==> src/rtl/backslash_newline_splicer_top_macros.svh <==
// ----------------------------------------------------------------------------
// Assertion macros for the backslash-newline splicer
// Shared concurrent-check shorthands, clocked on clk, quiet during reset.
// ----------------------------------------------------------------------------
`ifndef BACKSLASH_NEWLINE_SPLICER_TOP_MACROS_SVH
`define BACKSLASH_NEWLINE_SPLICER_TOP_MACROS_SVH

// Same-cycle implication.
`define BNS_ASSERT_NOW(label, ante, cons) \
  label: assert property (@(posedge clk) disable iff (!rst_n) (ante) |-> (cons)) \
    else $error("splicer check failed");

// Next-cycle implication.
`define BNS_ASSERT_NEXT(label, ante, cons) \
  label: assert property (@(posedge clk) disable iff (!rst_n) (ante) |=> (cons)) \
    else $error("splicer check failed");

`endif

==> src/rtl/bns_pkg.sv <==
// ----------------------------------------------------------------------------
// bns_pkg
// Constants and job header type shared by the splicer modules.
// ----------------------------------------------------------------------------
`default_nettype none

package bns_pkg;

  localparam logic [7:0] CH_BACKSLASH = 8'h5C;
  localparam logic [7:0] CH_NEWLINE   = 8'h0A;

  localparam logic KIND_BYTE = 1'b0;
  localparam logic KIND_END  = 1'b1;

  localparam int MAX_DEFERRED_NEWLINES_DEF = 63;

  // Everything about one pending output run except the newline replay count.
  typedef struct packed {
    logic       pre_bs;   // emit a backslash ahead of the final byte
    logic [7:0] data;     // final byte of the run
    logic       fin_end;  // final byte closes the stream
  } job_hdr_t;

endpackage

`default_nettype wire

==> src/rtl/bns_emit.sv <==
// ----------------------------------------------------------------------------
// bns_emit
// Two-slot job queue and result sequencer: plays one run per job.
// ----------------------------------------------------------------------------
`default_nettype none

`include "backslash_newline_splicer_top_macros.svh"

module bns_emit #(
  parameter int MAX_DEFERRED_NEWLINES = bns_pkg::MAX_DEFERRED_NEWLINES_DEF
) (
  input  wire                  clk,
  input  wire                  rst_n,
  input  wire                  new_v,
  input  wire bns_pkg::job_hdr_t new_hdr,
  input  wire  [$clog2(MAX_DEFERRED_NEWLINES+1)-1:0] new_nl,
  output logic                 full,
  output logic                 out_valid,
  input  wire                  out_stall,
  output logic [7:0]           out_byte,
  output logic                 out_run_last,
  output logic                 out_stream_end
);

  localparam int CntW = $clog2(MAX_DEFERRED_NEWLINES + 1);

  logic              head_v_r, head_v_nxt;
  bns_pkg::job_hdr_t head_hdr_r, head_hdr_nxt;
  logic [CntW-1:0]   head_nl_r, head_nl_nxt;
  logic              tail_v_r, tail_v_nxt;
  bns_pkg::job_hdr_t tail_hdr_r, tail_hdr_nxt;
  logic [CntW-1:0]   tail_nl_r, tail_nl_nxt;

  logic out_take;
  logic last_sel;
  logic head_done;
  logic head_free;

  assign full     = tail_v_r;
  assign out_take = head_v_r & ~out_stall;
  assign last_sel = ~head_hdr_r.pre_bs & (head_nl_r == '0);
  assign head_done = out_take & last_sel;
  assign head_free = ~head_v_r | head_done;

  // Result selection: backslash prefix, then replayed newlines, then the byte.
  always_comb begin
    out_valid      = head_v_r;
    out_byte       = head_hdr_r.data;
    out_run_last   = 1'b1;
    out_stream_end = head_hdr_r.fin_end;
    if (head_hdr_r.pre_bs) begin
      out_byte       = bns_pkg::CH_BACKSLASH;
      out_run_last   = 1'b0;
      out_stream_end = 1'b0;
    end else if (head_nl_r != '0) begin
      out_byte       = bns_pkg::CH_NEWLINE;
      out_run_last   = 1'b0;
      out_stream_end = 1'b0;
    end
  end

  always_comb begin
    head_v_nxt   = head_v_r;
    head_hdr_nxt = head_hdr_r;
    head_nl_nxt  = head_nl_r;
    tail_v_nxt   = tail_v_r;
    tail_hdr_nxt = tail_hdr_r;
    tail_nl_nxt  = tail_nl_r;
    if (head_free) begin
      if (tail_v_r) begin
        head_v_nxt   = 1'b1;
        head_hdr_nxt = tail_hdr_r;
        head_nl_nxt  = tail_nl_r;
        tail_v_nxt   = 1'b0;
      end else begin
        head_v_nxt   = new_v;
        head_hdr_nxt = new_hdr;
        head_nl_nxt  = new_nl;
      end
    end else begin
      if (out_take) begin
        if (head_hdr_r.pre_bs) begin
          head_hdr_nxt.pre_bs = 1'b0;
        end else begin
          head_nl_nxt = head_nl_r - 1'b1;
        end
      end
      if (new_v) begin
        tail_v_nxt   = 1'b1;
        tail_hdr_nxt = new_hdr;
        tail_nl_nxt  = new_nl;
      end
    end
  end

  always_ff @(posedge clk) begin
    if (!rst_n) begin
      head_v_r   <= 1'b0;
      tail_v_r   <= 1'b0;
      head_hdr_r <= '0;
      head_nl_r  <= '0;
    end else begin
      head_v_r   <= head_v_nxt;
      tail_v_r   <= tail_v_nxt;
      head_hdr_r <= head_hdr_nxt;
      head_nl_r  <= head_nl_nxt;
    end
  end

  always_ff @(posedge clk) begin
    tail_hdr_r <= tail_hdr_nxt;
    tail_nl_r  <= tail_nl_nxt;
  end

  `BNS_ASSERT_NOW(a_tail_needs_head, tail_v_r, head_v_r)
  `BNS_ASSERT_NOW(a_no_bs_with_replay, head_v_r && head_hdr_r.pre_bs, head_nl_r == '0)
  `BNS_ASSERT_NEXT(a_head_holds, head_v_r && out_stall, head_v_r)
  `BNS_ASSERT_NEXT(a_head_drains, head_done && !tail_v_r && !new_v, !head_v_r)
  `BNS_ASSERT_NOW(a_no_take_when_full, tail_v_r, !new_v)

endmodule

`default_nettype wire

==> src/rtl/backslash_newline_splicer_top.sv <==
// Results are registered: they come from the job queue's head slot, not straight from the input.
// Throughput: one item per cycle while the job queue is not full; an item yields 0, 1, 2 or
// 1 + replayed-newline results, one result per cycle while out_stall is low.
// A two-slot job queue lets one more item in while a run is still draining.
// Reset (synchronous, rst_n low): clears escape and replay count, empties the job queue.
// ----------------------------------------------------------------------------
// backslash_newline_splicer_top
// Deletes backslash-newline pairs from a byte stream and replays the deleted
// newlines ahead of the next plain newline, keeping line numbers aligned.
// ----------------------------------------------------------------------------
`default_nettype none

module backslash_newline_splicer_top #(
  parameter int MAX_DEFERRED_NEWLINES = bns_pkg::MAX_DEFERRED_NEWLINES_DEF
) (
  input  wire        clk,
  input  wire        rst_n,
  input  wire        in_valid,
  output logic       in_stall,
  input  wire        in_kind,
  input  wire  [7:0] in_byte,
  output logic       out_valid,
  input  wire        out_stall,
  output logic [7:0] out_byte,
  output logic       out_run_last,
  output logic       out_stream_end
);

  localparam int CntW = $clog2(MAX_DEFERRED_NEWLINES + 1);
  localparam logic [CntW-1:0] CntMax = CntW'(MAX_DEFERRED_NEWLINES);

  // Splice state: an unconsumed backslash and the count of deleted newlines.
  logic            esc_r, esc_nxt;
  logic [CntW-1:0] def_r, def_nxt;

  logic              in_take;
  logic              q_full;
  logic              job_v;
  bns_pkg::job_hdr_t job_hdr;
  logic [CntW-1:0]   job_nl;
  logic              is_bs;
  logic              is_nl;

  // Accept whenever the queue's spare slot is free.
  assign in_stall = q_full;
  assign in_take  = in_valid & ~q_full;
  assign is_bs    = (in_byte == bns_pkg::CH_BACKSLASH);
  assign is_nl    = (in_byte == bns_pkg::CH_NEWLINE);

  // Decode one item into a job (or none) and the next splice state.
  always_comb begin
    esc_nxt         = esc_r;
    def_nxt         = def_r;
    job_v           = 1'b0;
    job_hdr.pre_bs  = 1'b0;
    job_hdr.data    = in_byte;
    job_hdr.fin_end = 1'b0;
    job_nl          = '0;
    if (in_kind == bns_pkg::KIND_END) begin
      // Flush a pending backslash, close with a newline, drop the replay count.
      job_v           = 1'b1;
      job_hdr.pre_bs  = esc_r;
      job_hdr.data    = bns_pkg::CH_NEWLINE;
      job_hdr.fin_end = 1'b1;
      esc_nxt         = 1'b0;
      def_nxt         = '0;
    end else if (esc_r) begin
      esc_nxt = 1'b0;
      if (is_nl) begin
        // Escaped newline: drop it, count it (saturating).
        if (def_r < CntMax) begin
          def_nxt = def_r + 1'b1;
        end
      end else begin
        // Backslash pairs with any other byte: pass both through.
        job_v          = 1'b1;
        job_hdr.pre_bs = 1'b1;
      end
    end else if (is_bs) begin
      // Hold the backslash until the next byte decides.
      esc_nxt = 1'b1;
    end else begin
      job_v = 1'b1;
      if (is_nl) begin
        // Plain newline: replay all deleted newlines ahead of it.
        job_nl  = def_r;
        def_nxt = '0;
      end
    end
  end

  always_ff @(posedge clk) begin
    if (!rst_n) begin
      esc_r <= 1'b0;
      def_r <= '0;
    end else if (in_take) begin
      esc_r <= esc_nxt;
      def_r <= def_nxt;
    end
  end

  bns_emit #(
    .MAX_DEFERRED_NEWLINES(MAX_DEFERRED_NEWLINES)
  ) u_emit (
    .clk            (clk),
    .rst_n          (rst_n),
    .new_v          (in_take & job_v),
    .new_hdr        (job_hdr),
    .new_nl         (job_nl),
    .full           (q_full),
    .out_valid      (out_valid),
    .out_stall      (out_stall),
    .out_byte       (out_byte),
    .out_run_last   (out_run_last),
    .out_stream_end (out_stream_end)
  );

endmodule

`default_nettype wire

==> config.mk <==
export PLATFORM = sky130hd
export DESIGN_NAME = backslash_newline_splicer_top
export DESIGN_NICKNAME = d
export VERILOG_FILES = /design/src/rtl/bns_pkg.sv /design/src/rtl/bns_emit.sv /design/src/rtl/backslash_newline_splicer_top.sv
export VERILOG_INCLUDE_DIRS = /design/src /design/src/rtl
export SDC_FILE = /design/constraint.sdc
export NUM_CORES = 1
export LEC_CHECK = 0
export ABC_AREA = 0
export BUFFER_PORTS_ARGS = -buffer_cell sky130_fd_sc_hd__buf_2
export CORE_UTILIZATION = 25
export DETAILED_ROUTE_END_ITERATION = 10
export PLACE_DENSITY = 0.45
export SLEW_MARGIN = 5
export SYNTH_ARGS = -nofsm -noshare
export SYNTH_HDL_FRONTEND = slang
export SYNTH_SLANG_ARGS = --single-unit
export TNS_END_PERCENT = 1
==> constraint.sdc <==
create_clock -name clk -period 6.7 [get_ports clk]
set_input_delay 0.67 -clock clk [delete_from_list [all_inputs] [get_ports clk]]
set_output_delay 0.67 -clock clk [all_outputs]
set_load 0.1 [all_outputs]
Word-level counts from Yosys, hierarchy flattened
Index checks and enable logic that the tools add are counted.

$add $sub $neg: 2. Multipliers: 0. Div/mod/pow operators: 0. Order comparisons: 1. Eq/ne operators: 5. Shifts and indexed selects: 0. Multiplexer cells: 34. Bitwise operators: 12. Reduce and logical (&&, ||, !) cells: 8.

Operator list (count): 2-to-1 mux 6 bit (14); 2-to-1 mux 1 bit (16); 2-to-1 mux 8 bit (2); 2-to-1 mux 10 bit (1); 2-to-1 mux 9 bit (1); == test 8 x 4 -> 1 bit (second input constant) (1); == test 8 x 7 -> 1 bit (second input constant) (1); adder 6 x 1 -> 6 bit (second input constant) (1); logical NOT 6 bit (1); less-than comparator 6 bit (second input constant) (1); NOT 1 bit (6); nonzero test 6 bit (1); subtractor 6 x 1 -> 6 bit (second input constant) (1); bitwise AND 1 bit (5); AND reduction 2 bit (2); AND reduction 4 bit (1); nonzero test 2 bit (2); inequality test 3 x 2 -> 1 bit (second input constant) (1); inequality test 3 bit (second input constant) (1); inequality test 2 bit (second input constant) (1); OR reduction 2 bit (1); bitwise OR 1 bit (1).

Register bits after elaboration: 41. Bits in latches: 0. Memory bits (writable): 0. ROM bits: 0. Bits of input ports: 13. Output and inout bits: 12. Word-level logic and storage cells: 74. Memories: 0.

Longest topological paths before layout
Gate-level depths: netlist of run 1.

Word-level depth: 7. Mapped depth: 7. Depth with buffers taken out: 6.

Cells and area by module
A second synthesis of run 1 with hierarchy kept.

Cell total of the unflattened synthesis: 215. Area total of the unflattened synthesis: 2175.8 µm².

Modules (own cells, without submodules): bns_emit (instances 1, cells each 140, area each 1591.5 µm², seq. area each 840.8 µm²); backslash_newline_splicer_top (instances 1, cells each 75, area each 584.3 µm², seq. area each 140.1 µm²).

Least setup slack after synthesis of run 1
Ideal clock, no wire load.

Path kind: register to output. Start point: register u_emit.head_nl_r[2]. End point: output out_byte[0]. Arrival time: 3.390 ns. Data required time: 6.030 ns. Setup slack: 2.640 ns. Stages on the path, launching flop included: 5. Path buffers: 0. Cell sequence: dfxtp_1 -> or3_1 -> or3_1 -> nor2_1 -> and2_1.

Cells in the longest elaborated chain, start to end: 3.

RTL lines: from (decl) (RTL line bns_emit.sv:29) `logic [CntW-1:0] head_nl_r, head_nl_nxt;`; from (signal assigned) (RTL line bns_emit.sv:106) `head_nl_r <= head_nl_nxt;`; nonzero test 6 bit (RTL line bns_emit.sv:55) `end else if (head_nl_r != '0) begin`; 2-to-1 mux 8 bit (RTL line bns_emit.sv:55); 2-to-1 mux 8 bit (RTL line bns_emit.sv:51) `if (head_hdr_r.pre_bs) begin`; to (decl) (RTL line backslash_newline_splicer_top.sv:24) `output logic [7:0] out_byte,`.

Every way passes these cells.

Final worst setup path of run 1
Start point: register u_emit.head_nl_r[2]. End point: output out_byte[7].

Same word-level chain as after synthesis.

==> results of run 1 <==
==> worst max-delay path, stage by stage, from the launching register on <==
cell	delay, ns
dfxtp_1	0.35
or3_1	0.44
or3_1	0.40
nor2_1	0.33
and2_1	0.19
buf_2	0.42
==> path summary, 6_finish.rpt <==
kind	startpoint	to	slack [ns]
worst min-delay path	u_emit.head_hdr_r[4]	u_emit.head_hdr_r[4]	0.46
worst max-delay path	u_emit.head_nl_r[2]	out_byte[7]	3.60
worst max register to register	u_emit.head_nl_r[0]	u_emit.tail_hdr_r[7]	4.05
worst min register to register	u_emit.head_hdr_r[4]	u_emit.head_hdr_r[4]	0.46
==> layout make-up <==
type	instances	area (µm²)	share of cell area
multi-input cells	158	1044	0.4273
flip-flops and latches	41	980.9	0.4016
repair buffers	26	135.1	0.05533
well taps	105	131.4	0.05379
clock buffers	6	93.84	0.03842
clock inverters	2	35.03	0.01434
inverters	6	22.52	0.009221
==> power breakdown <==
part	total, mW	switching, mW	internal [mW]
Sequential	0.287	0.0122	0.275
Clock	0.226	0.0931	0.133
Combinational	0.179	0.137	0.0418
==> per-stage QoR <==
stage	std cells	instance area, µm²	hold WS [ns]
floorplan	217	2106	0.4276
global placement	336	2313	0.4452
detailed placement	336	2313	0.4512
CTS	344	2442	0.4634
global route	344	2442	0.4901
finish	344	2442	0.4641
==> cells in the final DEF, fill, tap and decap left out, drive strengths merged, types with 4 or more instances in the layout <==
cell and instances:
mux2i 7, o21ai 5, o211ai 9, and2 10
or3 5, nor2 19, nand2 14, nor2b 6
edfxtp 16, buf 26, clkbuf 6, nand3 12
a211oi 10, dfxtp 25, a21oi 5, nor3 6
a221oi 4, inv 5
==> routing by layer <==
layer | GRT usage | vias to the layer above | share of wire | routed length, µm
met1 | 0.1868 | 812 | 0.53 | 2707
met3 | 0.02994 | 6 | 0.035 | 177
met2 | 0.1849 | 23 | 0.42 | 2140
met5 | 0 | - | 0 | 0
met4 | 0.03846 | 0 | 0.013 | 68
li1 | - | 860 | - | -
==> sequential cells by signal, summed over array words and instances (netlist names) <==
signal,flops
u_emit.out_valid,1
def_r,6
u_emit.head_nl_r,6
u_emit.tail_nl_r,6
esc_r,1
u_emit.head_hdr_r,10
u_emit.full,1
u_emit.tail_hdr_r,10
==> logic make-up (layout without fill, tap and decap cells) <==
kind of cell | Yosys count | after routing | synth area share
AND/OR/NAND/NOR | 92 | 92 | 0.2424
AO/OA/AOI/OAI | 54 | 54 | 0.1943
flip-flops | 41 | 41 | 0.4658
buffers and inverters | 18 | 40 | 0.03862
multiplexers | 8 | 8 | 0.03862
adder cells (fa/ha/maj) | 2 | 2 | 0.01188
XOR/XNOR | 2 | 2 | 0.008320
==> summary.md, run 1 <==
| Metric | Value |
|---|---|
| Run status | `completed` |
| GRT Residual Overflow | `0` |
| CTS tree | `yes` |
| Mapped Area | `~0.0021 mm²` |
| Final Hold Vio Count | `0` |
| Sequential area share after synthesis | `0.4658` |
| DRT antenna net count | `0` |
| Die ar. | `just under 0.009 mm²` |
| Die W | `93.78 µm` |
| H-tree levels | `2` |
| Num ports | `25` |
| #FFs+latches synth | `about 40` |
| CTS Hold Bufs | `0` |
| Drt drc | `0` |
| Resized Gates After CTS | `0` |
| Clock skew | `0.008419 ns` |
| Number of fill cells | `890` |
| Vias after detailed routing | `between 1500 and 2000` |
| Relative slew slack | `0.5526` |
| CP arrival | `roughly 2.4 ns` |
| Post-synth top cells | `25 x dfxtp_1, 19 x nor2_1, 16 x edfxtp_1` |
| Fraction of final layout cells sized beyond drive strength 1 | `0.1715` |
| Place WS | `around 4 ns` |
| Worst Path Required | `around 6 ns` |
| Drt pass-1 iters | `4` |
| Setup repair bufs after CTS | `0` |
| ANT cells | `0` |
| Fin crit period | `3.096 ns` |
| Final HPWL DP | `approximately 3600 µm` |
| P_leak | `just over 0.9 nW` |
| Total power | `between 600 and 700 µW` |
| First-pass GRT wire length | `between 8000 and 9000 µm` |
| Clock-pin slew on the worst setup and hold paths | `0.08 ns` |
| Setup_tns | `0 ns` |
| Tightest Pin Transition | `0.6687 ns` |
| Core Area | `approximately 0.0082 mm²` |
| Gr usage total | `0.1281` |
| Max-Cap Viols | `0` |
| CTS buffer count | `5` |
| Final WL | `~5000 µm` |
| Final Wtd Congestion | `0.8044` |
| Synthesized area per cell | `between 9 and 10 µm²` |
| Clk Latency, worst-skew pair | `approximately 0.3 ns` |
| Drt wl/cell | `roughly 15 µm` |
| Setup crit start kind | `flip-flop` |
| Initial DRC count | `70` |
| Synth Flop Type | `dfxtp_1` |
| Worst min path class | `reg -> reg` |
| Core Util, Final | `0.2987` |
| Row count | `33` |
| Reg2Reg Depth | `7` |
| Yosys top cell area share | `0.2377` |
| Worst-path maximum fanout | `6` |
| Yosys warning count | `0` |
| Worst setup margin | `3.604 ns` |
| Initial core utilization | `0.2576` |
| Synthesized netlist net count | `about 230` |
| Period Utilization, post-route | `0.4621` |
| Area leader, netlist | `dfxtp_1` |
| Bufs on Longest Clock Path | `2` |
| RSZ-0062 raised after global routing | `no` |
| Maximum VDD drop | `roughly 0.071 mV` |
| Die H | `between 90 and 100 µm` |
| Number of buffers added on ports | `24` |
| Pin count of the biggest net entering global routing | `19` |
| Worst Hold Depth | `2` |
| Max-slew violations | `0` |
| Vias in the first global route | `approximately 1600` |
| Clock Root Buffer | `clkbuf_8` |
| Path type of the worst setup path | `reg -> out` |
| P per Cell Area | `283.2 mW/mm²` |
| Synth top area cells | `dfxtp_1 24%, edfxtp_1 23%, a211oi_1 3.6%, nor2_1 3.4%, mux2i_1 3.3%` |
| Nets | `253` |
| Mapped Cells | `~220` |
| Worst Setup End Kind | `output pin` |
| Synth unique cells | `about 50` |
| Synth async-reset ratio | `0` |
| Count leader, synth | `dfxtp_1` |
| Area grow syn2layout | `15.98%` |
| Routed vias/inst | `roughly 5` |
| Clk sink count | `41` |
| # setup viols final | `0` |
| Fmax | `between 300 and 400 MHz` |
| Post-synth EDFFs | `16` |
| Initial antenna violation count | `0` |
Power figures use the tool's default switching activity.
==> inputs of run 2 (changes only) <==
clock period = 2.98 ns   (was 6.7 ns; I/O delays follow)
==> summary.md, run 2 (same netlist as run 1, synthesis figures left out) <==
| Metric | Value |
|---|---|
| Switching share of power | `0.3476 (-0.002148)` |
| Clock-pin slew on the worst setup and hold paths | `0.08 ns (about the same)` |
| Worst min path class | `in -> reg` |
| Initial antenna violation count | `0 (unchanged)` |
| Worst Path Required | `2.68 ns (-3.35 ns)` |
| Met3 routed WL | `225 µm (+27%)` |
| Maximum VDD drop | `0.1947 mV (+180%)` |
| Internal Power | `1.016 mW (+130%)` |
| Final non-filler cell total | `347 (+0.87%)` |
| Critical-path top delay cell | `or3_1` |
| Clock Root Buffer | `clkbuf_8` |
| Gr usage total | `0.1279 (-0.0002596)` |
| First-pass GRT wire length | `8528 µm (-0.80%)` |
| Routed vias/inst | `4.879 (-1.3%)` |
| CP arrival | `2.24 ns (-0.19 ns)` |
| Area grow syn2layout | `17.41%` |
| Number of buffers added on ports | `24 (unchanged)` |
| Largest registers | `u_emit.head_hdr_r x10, u_emit.tail_hdr_r x10` |
| Fmax | `between 300 and 400 MHz` |
| DRT antenna net count | `0 (unchanged)` |
| # setup viols final | `0 (unchanged)` |
| Setup crit start kind | `flip-flop` |
| Total power | `1.558 mW (+130%)` |
| Place WS | `0.7364 ns (-3.167 ns)` |
| Drt pass-1 iters | `4 (unchanged)` |
| Run status | `completed` |
| Final Wtd Congestion | `0.7707 (-4.2%)` |
| Pin count of the biggest net entering global routing | `19 (unchanged)` |
| Most frequent CP cell | `or3_1` |
| Drt wl/cell | `14.89 µm (+0.58%)` |
| Sequential share of power | `0.415 (about the same)` |
| Fraction of final layout cells sized beyond drive strength 1 | `0.1860 (+0.01440)` |
| R2R Setup Slk | `0.78 ns (-3.27 ns)` |
| Row count | `33 (unchanged)` |
| P_leak | `0.9397 nW (+1.7%)` |
| RSZ-0062 raised after global routing | `no` |
| Clock skew | `0.01323 ns (+0.004812 ns)` |
| Worst Hold Depth | `2 (unchanged)` |
| H-tree levels | `2 (unchanged)` |
| Vias after detailed routing | `1693 (-0.47%)` |
| Design Area, Final | `0.002472 mm² (+1.2%)` |
| Met2 WL post-DR | `2203 µm (+2.9%)` |
| Setup repair bufs after CTS | `0 (unchanged)` |
| Worst Setup End Kind | `output pin` |
| Combinational power share | `0.262 (+0.004)` |
| Post-Place Cells | `339 (+0.89%)` |
| Wl on met1 | `2677 µm (-1.1%)` |
| Clock share of power | `0.323 (-0.004)` |
| GRT Residual Overflow | `0 (unchanged)` |
| Die W | `93.78 µm (unchanged)` |
| CTS buffer count | `5 (unchanged)` |
| Area post-placement | `0.002344 mm² (+1.3%)` |
| Sw power | `541.4 µW (+120%)` |
| CTS Hold Bufs | `0 (unchanged)` |
| Max-slew violations | `0 (unchanged)` |
| Resized Gates After CTS | `0 (unchanged)` |
| Worst-path maximum fanout | `6 (unchanged)` |
| Clk Latency, worst-skew pair | `0.30 ns (about the same)` |
| Vias in the first global route | `1632 (+0.80%)` |
| Initial DRC count | `38 (-46%)` |
| Highest routed metal layer | `met4` |
| Commonest non-fill, non-tap cells in the layout | `25 x dfxtp_1, 24 x buf_2, 18 x nor2_1` |
| Critical-path cell list | `or3_1 > or3_1 > nor2_4 > and2_1 > buf_2` |
| Bufs on Longest Clock Path | `2 (unchanged)` |
| CTS tree | `yes` |
| Relative slew slack | `0.5918 (+0.03918)` |
| Commonest non-fill, non-tap cell in the layout | `dfxtp_1` |
| Drt drc | `0 (unchanged)` |
| Period Utilization, post-route | `0.8523` |
| ANT cells | `0 (unchanged)` |
| Die ar. | `0.008794 mm² (unchanged)` |
| Final Hold Vio Count | `0 (unchanged)` |
| Num ports | `25 (unchanged)` |
| Max-Cap Viols | `0 (unchanged)` |
| Worst setup margin | `0.4400 ns (-3.164 ns)` |
| Final HPWL DP | `3762 µm (+4.2%)` |
| Initial core utilization | `0.2576 (unchanged)` |
| Reg2Reg Depth | `7 (unchanged)` |
| Core Area | `0.008175 mm² (unchanged)` |
| Setup_tns | `0 ns (unchanged)` |
| P per Cell Area | `630.0 mW/mm² (+120%)` |
| Path type of the worst setup path | `reg -> out` |
| Fin crit period | `between 2 and 3 ns` |
| Tightest Pin Transition | `0.6115 ns (-0.05714 ns)` |
| Nets | `256 (+1.2%)` |
| Die H | `93.78 µm (unchanged)` |
| Critical Path Max Stage Delay | `0.44 ns (about the same)` |
| Clk sink count | `41 (unchanged)` |
| Final WL | `5167 µm (+1.5%)` |
-- run 2: cell type report --
type                            count  area, µm²
Timing Repair Buffer               29      157.7
Inverter                            6      22.52
Sequential cell                    41      980.9
Clock buffer                        6      93.84
Fill cell                         887       5703
Tap cell                          105      131.4
Multi-Input combinational cell    158       1051
Clock inverter                      2      35.03
-- run 2: metal layers --
metal	global-route usage	up-vias
met5	0	-
met4	0.03974	0
met3	0.02751	7
met2	0.1886	36
met1	0.1840	790
li1	-	860
-- run 2: final timing paths --
check / from / endpoint
max: u_emit.head_nl_r[2] / out_stream_end
min: in_byte[3] / u_emit.tail_hdr_r[4]
max reg2reg: u_emit.head_nl_r[0] / u_emit.tail_nl_r[5]
min reg2reg: u_emit.head_hdr_r[4] / u_emit.head_hdr_r[4]
-- run 2: power by group through the flow --
stage,combinational (mW),sequential [mW],clock [mW]
3_5_place_dp,0.411,0.660,0
3_3_place_gp,0.410,0.659,0
6_report,0.408,0.646,0.503
5_1_grt,0.438,0.651,0.544
2_1_floorplan,0.325,0.661,0
4_1_cts,0.412,0.647,0.514
-- run 2: critical path: cells and delay by family (launching register included) --
family | cells | cell delay, ns
buf+inv | 1 | 0.42
flops | 1 | 0.35
simple gates | 4 | 1.17
-- run 2: per-stage QoR --
stage	util	hold slack, ns
global route	0.3024	0.2986
detailed placement	0.2867	0.4555
global placement	0.2867	0.4491
CTS	0.3024	0.2857
floorplan	-	0.3969
finish	0.3024	0.2906
==> inputs of run 3 (changes only) <==
SYNTH_HIERARCHICAL = 1   (was not set)
==> summary.md, run 3 <==
| Metric | Value |
|---|---|
| # setup viols final | `0 (unchanged)` |
| Sw power | `547.6 µW (+1.1%)` |
| Vias in the first global route | `1533 (-6.1%)` |
| Final Wtd Congestion | `0.7965 (+3.3%)` |
| Path type of the worst setup path | `reg -> out` |
| ANT cells | `0 (unchanged)` |
| CTS tree | `yes` |
| Largest registers | `u_emit/head_hdr_r x10, u_emit/tail_hdr_r x10` |
| Area grow syn2layout | `14.26%` |
| Critical Path Max Stage Delay | `0.51 ns (+0.07 ns)` |
| Vias after detailed routing | `1688 (-0.30%)` |
| Clock Root Buffer | `clkbuf_8` |
| Synthesized area per cell | `10.12 µm² (+4.3%)` |
| Sequential share of power | `0.445 (+0.030)` |
| Sequential area share after synthesis | `0.4508 (-0.01500)` |
| Switching share of power | `0.3824 (+0.03482)` |
| Post-Place Cells | `336 (-0.88%)` |
| Initial antenna violation count | `0 (unchanged)` |
| Maximum VDD drop | `0.1853 mV (-4.8%)` |
| Initial core utilization | `0.2622 (+0.004598)` |
| Mapped Area | `0.002176 mm² (+3.3%)` |
| Pin count of the biggest net entering global routing | `26 (+7)` |
| Bufs on Longest Clock Path | `2 (unchanged)` |
| Clk Latency, worst-skew pair | `0.29 ns (about the same)` |
| Fraction of final layout cells sized beyond drive strength 1 | `0.2176 (+0.03162)` |
| Die ar. | `0.009080 mm² (+3.3%)` |
| Yosys top cell area share | `0.2300 (-0.007654)` |
| Resized Gates After CTS | `0 (unchanged)` |
| Number of buffers added on ports | `24 (unchanged)` |
| Commonest non-fill, non-tap cells in the layout | `25 x dfxtp_1, 24 x buf_2, 20 x nor2_1` |
| Synth async-reset ratio | `0 (unchanged)` |
| Worst r2r src | `u_emit/head_nl_r[0]` |
| Run status | `completed` |
| Critical-path top delay cell | `or3_1` |
| Yosys warning count | `6 (+6)` |
| Fin crit period | `2.541 ns (+0.001381 ns)` |
| Post-synth EDFFs | `16 (unchanged)` |
| Worst Setup End Kind | `output pin` |
| #FFs+latches synth | `41 (unchanged)` |
| Post-synth top cells | `25 x dfxtp_1, 20 x nor2_1, 16 x edfxtp_1` |
| Clock share of power | `0.247 (-0.076)` |
| CTS Hold Bufs | `0 (unchanged)` |
| Final WL | `5020 µm (-2.8%)` |
| Clock skew | `0.006862 ns (-0.006369 ns)` |
| Routed vias/inst | `4.907 (+0.57%)` |
| Num ports | `25 (unchanged)` |
| Max-Cap Viols | `0 (unchanged)` |
| Synthesized netlist net count | `231 (-0.43%)` |
| Combinational power share | `0.309 (+0.047)` |
| Critical-path cell list | `or3_1 > nor2_1 > a21o_1 > buf_2` |
| Number of fill cells | `892 (+0.56%)` |
| Setup_tns | `0 ns (unchanged)` |
| Fmax | `393.5 MHz (about the same)` |
| Core Area | `0.008299 mm² (+1.5%)` |
| First-pass GRT wire length | `8280 µm (-2.9%)` |
| Hold Startpoint | `in_byte[3]` |
| Worst min path class | `in -> reg` |
| Clock-pin slew on the worst setup and hold paths | `0.07 ns (about the same)` |
| Nets | `254 (-0.78%)` |
| Total power | `1.432 mW (-8.1%)` |
| Critical Path Start | `u_emit/head_nl_r[2]` |
| Tightest Pin Transition | `0.6078 ns (-0.003766 ns)` |
| Drt drc | `0 (unchanged)` |
| Drt pass-1 iters | `4 (unchanged)` |
| Count leader, synth | `dfxtp_1` |
| Final non-filler cell total | `344 (-0.86%)` |
| Synth unique cells | `48 (-2.0%)` |
| Internal Power | `884.3 µW (-13%)` |
| Setup crit start kind | `flip-flop` |
| Mapped Cells | `215 (-0.92%)` |
| Worst Path Required | `2.68 ns (about the same)` |
| P_leak | `0.9213 nW (-2.0%)` |
| H-tree levels | `2 (unchanged)` |
| Max-slew violations | `0 (unchanged)` |
| Final HPWL DP | `3682 µm (-2.1%)` |
| Synth Flop Type | `dfxtp_1` |
| Clk sink count | `41 (unchanged)` |
| CP arrival | `2.24 ns (about the same)` |
| Initial DRC count | `105 (+180%)` |
| Die W | `95.29 µm (+1.6%)` |
| Synth top area cells | `dfxtp_1 23%, edfxtp_1 22%, mux2i_1 6.0%, nor2_1 3.5%, and2_1 2.9%` |
| Final Hold Vio Count | `0 (unchanged)` |
| Drt wl/cell | `14.59 µm (-2.0%)` |
| GRT Residual Overflow | `0 (unchanged)` |
| Period Utilization, post-route | `0.8528 (about the same)` |
| CTS buffer count | `5 (unchanged)` |
| Row count | `33 (unchanged)` |
| P per Cell Area | `575.9 mW/mm² (-8.6%)` |
| Area leader, netlist | `dfxtp_1` |
| Relative slew slack | `0.5944 (+0.002622)` |
| Gr usage total | `0.1237 (-0.004161)` |
| Setup repair bufs after CTS | `0 (unchanged)` |
| DRT antenna net count | `0 (unchanged)` |
| Die H | `95.29 µm (+1.6%)` |
| Worst-path maximum fanout | `7 (+1)` |
| Commonest non-fill, non-tap cell in the layout | `dfxtp_1` |
| RSZ-0062 raised after global routing | `no` |
==> run 3: changes by cell type after synthesis, sizes merged, moves of 5 or more <==
cell	delta
a21oi	+5
mux2i	+6
nand3	-7
o211ai	-9
nand2	-6
==> run 3: routing by layer <==
metal	vias up	routed length [µm]	global-route usage
li1	859	-	-
met1	789	2698	0.1905
met2	32	2040	0.1613
met3	8	182	0.02392
met4	0	97	0.05682
met5	-	0	0
==> run 3: power by group through the flow <==
stage	Clock (mW)	Sequential (mW)	Combinational [mW]
CTS	0.371	0.636	0.446
finish	0.353	0.636	0.442
detailed placement	0	0.649	0.444
global route	0.394	0.641	0.471
global placement	0	0.649	0.446
floorplan	0	0.655	0.357
==> run 3: final cells by class <==
type                            count  area (µm²)  area share
Inverter                            7       26.28     0.01057
Sequential cell                    41       980.9      0.3946
Clock inverter                      2       10.01    0.004026
Tap cell                          105       131.4     0.05284
Timing Repair Buffer               28       150.1     0.06039
Clock buffer                        6       73.82     0.02969
Multi-Input combinational cell    155        1114      0.4479
==> run 3: kinds of logic (layout without fill, tap and decap cells) <==
family / count (synthesis) / after routing / synth area share
buf+inv: 19 / 43 / 0.04255
compound gates: 56 / 56 / 0.2041
simple gates: 78 / 78 / 0.1995
flops: 41 / 41 / 0.4508
mux: 18 / 18 / 0.08568
fa+ha+maj: 3 / 3 / 0.01725
==> run 3: final timing paths <==
kind	endpoint	slack [ns]	cells past startpoint
setup / recovery	out_byte[2]	0.44	4
setup reg to reg	u_emit/tail_hdr_r[5]	0.78	6
hold / removal	u_emit/tail_hdr_r[4]	0.30	2
hold reg to reg	u_emit/head_hdr_r[1]	0.50	2
==> run 3: critical path, delay by kind of cell, from the launching register on <==
family	cells	cell delay (ns)
AOI/OAI and AO/OA	1	0.20
buffers and inverters	1	0.42
DFF	1	0.36
and+or+nand+nor	2	0.97
==> run 3: per-stage QoR <==
stage / cell area [µm²] / hold slack (ns) / setup slack [ns] / util
finish: 2486 / 0.3020 / 0.4386 / 0.2996
CTS: 2486 / 0.2980 / 0.4091 / 0.2996
global route: 2486 / 0.3052 / 0.2966 / 0.2996
detailed placement: 2402 / 0.4923 / 0.7374 / 0.2895
global placement: 2402 / 0.4878 / 0.6960 / 0.2895
floorplan: 2187 / 0.3969 / 0.1359 / -
